**src/hdl/ktt_ram.sv**
```systemverilog
// Generic single write port, single read port RAM with registered read.
// Used for the step and value stores of the keyframe track table.
module ktt_ram #(
   parameter int WIDTH = 32,
   parameter int DEPTH = 64
) (
   input  logic                     clock,
   input  logic                     wr_en,
   input  logic [$clog2(DEPTH)-1:0] wr_addr,
   input  logic [WIDTH-1:0]         wr_data,
   input  logic [$clog2(DEPTH)-1:0] rd_addr,
   output logic [WIDTH-1:0]         rd_data
);
   logic [WIDTH-1:0] mem_ff [DEPTH];

   always_ff @(posedge clock) begin
      if (wr_en) mem_ff[wr_addr] <= wr_data;
      rd_data <= mem_ff[rd_addr];
   end
endmodule

```
**config.mk**
```make
export PLATFORM = sky130hd
export DESIGN_NAME = ktt_ram
export DESIGN_NICKNAME = d
export VERILOG_FILES = /design/src/hdl/ktt_ram.sv
export SDC_FILE = /design/constraint.sdc
export NUM_CORES = 2
export LEC_CHECK = 0
export BUFFER_PORTS_ARGS = -buffer_cell sky130_fd_sc_hd__buf_2
export CAP_MARGIN = 10
export CELL_PAD_IN_SITES_DETAIL_PLACEMENT = 0
export CELL_PAD_IN_SITES_GLOBAL_PLACEMENT = 2
export CORE_AREA = 5 5 518 315
export DETAILED_ROUTE_END_ITERATION = 7
export DIE_AREA = 0 0 523 320
export PLACE_DENSITY = 0.76
export SLEW_MARGIN = 10
export SYNTH_ARGS = -nofsm -noshare
export SYNTH_HDL_FRONTEND = slang
export SYNTH_SLANG_ARGS = --single-unit
```
**constraint.sdc**
```tcl
create_clock -name clock -period 4.2 [get_ports clock]
set_clock_uncertainty 0.1 [all_clocks]
set_input_delay 0.63 -clock clock [delete_from_list [all_inputs] [get_ports clock]]
set_output_delay 0.63 -clock clock [all_outputs]
set_load 0.005 [all_outputs]
```
Word-level counts from Yosys, hierarchy flattened. Memories as Yosys holds them, arrays and structs flattened. A register that Yosys moved wholly into a read port is not among the register bits. Cells that the tools add are included.

Register bits: 0. Bits in writable memories: 2048. Output and inout bits: 32. Logic and storage cells: 3. Memories: 1.

Multiplexer cells: 2.

Memories: mem_ff (depth 64, bits a word 32, read ports 1, clocked after memory_dff 1, write ports 1, RTL line 14) `logic [WIDTH-1:0] mem_ff [DEPTH];`.

Operators with widths (count): $mux 1 (2).

Depth between registers and ports, before layout.
Depth after elaboration: 2. Gate-level depth with buffers: 10. Mapped depth without buffers: 5.

Worst setup path after synthesis. No wires, ideal clock.

Path kind: input port to flip-flop. Start: input wr_addr[3]. End: memory mem_ff[48][0], enable pin. Setup time: 461 ps. Arrival: 3329 ps. Setup slack: 310 ps. Stages: 4. Path buffers: 1. Cell sequence: clkbuf_1 -> nor2b_1 -> nand4b_1 -> nor3_1.

RTL lines: from (decl) (RTL line 9) `input logic [$clog2(DEPTH)-1:0] wr_addr,`; to (decl) (RTL line 14).

Straight into the memory's write port.

==> flow_metrics.tcl <==
set metrics [dict create \
    fin_crit_ns 2.947 \
    p_per_area_nw_per_um2 469.6 \
    finalSetupViolations 0 \
    slowest_stage "mux4_2" \
    path_clk_slew_ns 0.07 \
    final_cell_area_um2 88950 \
    fmax_mhz 339.4 \
    cp-startpoint "rd_addr[1]" \
    fin_crit_sh 0.7016 \
    max_stage_delay_ns 0.64 \
    wl_per_cell_um 36.09 \
    cts_inserted_buffers 180 \
    syn_avg_cell_area_um2 23.62 \
    dp_hpwl_um 124000 \
    r2r_slack_ns 1.86 \
    postPlaceCellArea_um2 83080 \
    rows 113 \
    dr.pass1.iters 8 \
    yosysWarnings 0 \
    crit_buf_inv 3 \
    first_iter_violations 5547 \
    hp-class "in2reg" \
    antenna_found_initial 22 \
    layout-area-overhead-vs-synth_pct 13.29 \
    grt_pass1_wl_um 294900 \
    cts_tree "done" \
    synth-async-reset-ratio 0 \
    slew_headroom 0.1357 \
    die_w_um 523 \
    hold_buffers 0 \
    reg2reg_to "rd_data[18]" \
    grt_usage 0.2545 \
    syn_area_um2 78520 \
    gp_congestion 0.7894 \
    gr-total-overflow 0 \
    worst-setup-path-type "in2reg" \
    end_kind "flop" \
    mostFrequentLayoutCells "edfxtp_1 (2048), mux4_2 (544), clkbuf_16 (182), buf_4 (159), mux2i_1 (93)" \
    synth_seq_cells 2080 \
    routed_wl_um 212100 \
    grt_max_degree 67 \
    path_delay_family "buffers and inverters" \
    dieArea_um2 167400 \
    drive_above_1_share 0.3042 \
    h-tree-depth 4 \
    numPortBuffers 77 \
    rsz0062_at_grt "no" \
    grt_pass1_vias 37445 \
    ys_types 34 \
    insertion_delay_ns 0.79 \
    outcome "completed" \
    fin_setup_tns_ns 0 \
    peakVddDrop_v 0.0004566 \
    viasPerCell 6.441 \
    tightestPinTransition_ns 1.297 \
    pin_count 78 \
    hold_end "mem_ff[6][22]" \
    worstPathArrival_ns 3.49 \
    hold_depth 1 \
    worstPathMaxFanout 66 \
    cts.sinks 2080 \
    cts.repair.resized 0 \
    num_vias 37862 \
    fill_cells 11228 \
    clockBufferDepth 3 \
    syn-num-nets 3370 \
    core_area_um2 157600 \
    critPathLaunchType "input pin" \
    nNetsFinal 3635 \
    ys_seq_area_frac 0.7914 \
    finalHoldViolations 0 \
    r2r_cells 5 \
    hold_start "wr_data[22]" \
    p_leak_uw 0.02763 \
    drc 0 \
    crit_top_cell "mux4_2" \
    mostFrequentLayoutCell "edfxtp_1" \
    crit_path_cell_trace "buf_8, buf_12, buf_4, mux4_2, mux4_2, o22ai_1, nor2_1" \
    die_h_um 320 \
    cap_viol_max_count 0 \
    r2r-start "mem_ff[55][18]" \
    slew_viol_final 0 \
    ys.flop_type "edfxtp_1" \
    final_util 0.5642 \
    synth_edf_count 2048 \
    drtAntennaViolNets 0 \
    start_util 0.4981 \
    clk_root_buffer_cell "clkbuf_16" \
    required_ns 4.74 \
    synthCells 3324 \
    hold_ws_ns 0.1728 \
    cts_setup_buffers 0 \
]
## state kept, by name (all words and copies together) (netlist names)
register,count
rd_data,32
mem_ff,2048
## synth_stat cells, types with 12 or more instances
cell,number,area (um^2)
edfxtp_1,2048,61500
mux4_2,544,12250
nor2_1,137,514.2
mux2i_1,93,930.9
o22ai_1,84,525.5
clkbuf_1,74,277.8
a21oi_1,62,310.3
buf_2,57,285.3
dfxtp_1,32,640.6
o221ai_1,27,236.5
nand2_1,26,97.59
buf_4,25,187.7
buf_1,21,78.83
nor2b_1,15,93.84
a22oi_1,12,90.09
## worst max path at each step
stage	end	slack (ns)	cells after the start
2_1_floorplan	mem_ff[48][0]	0.31	4
3_3_place_gp	rd_data[25]	0.48	7
3_5_place_dp	rd_data[25]	0.47	7
4_1_cts	rd_data[25]	1.32	7
5_1_grt	rd_data[25]	1.28	7
6_report	rd_data[25]	1.25	7
## layout make-up
class                           count  area (um^2)  area share
Multi-Input combinational cell   1062        15970      0.1795
Clock buffer                      248         5002     0.05624
Timing Repair Buffer              265         2355     0.02647
Tap cell                         2127         2661     0.02992
Sequential cell                  2080        62140      0.6986
Clock inverter                     86        795.8    0.008947
Antenna cell                       10        25.02   0.0002813
## metal layers
| metal | track usage | wire length [um] | vias up |
|---|---|---|---|
| met5 | 0 | 14 | - |
| met4 | 0.05602 | 3689 | 4 |
| met3 | 0.06942 | 25530 | 240 |
| met2 | 0.3661 | 94330 | 2237 |
| met1 | 0.3944 | 88570 | 20555 |
| li1 | - | - | 14826 |
## cells by family after synthesis
group	count (synthesis)	synth area share
AOI/OAI and AO/OA	202	0.01673
buffers and inverters	182	0.01128
DFF	2080	0.7914
muxes	637	0.1679
and+or+nand+nor	223	0.01265
## power by group
part           internal (uW)  total [uW]  switching, uW
registers              23000       23100            120
logic                    813        2220           1410
clock network           9100       16500           7350
## through the flow
stage	instances	setup slack [ns]	power [uW]
final	5878	1.253	41770
after global routing	5869	1.284	43040
after CTS	5867	1.321	42010
after detailed placement	5533	0.4658	25770
after global placement	5533	0.4829	25710
after floorplan	3324	0.3102	24580
(Power assumes the default switching activity.)
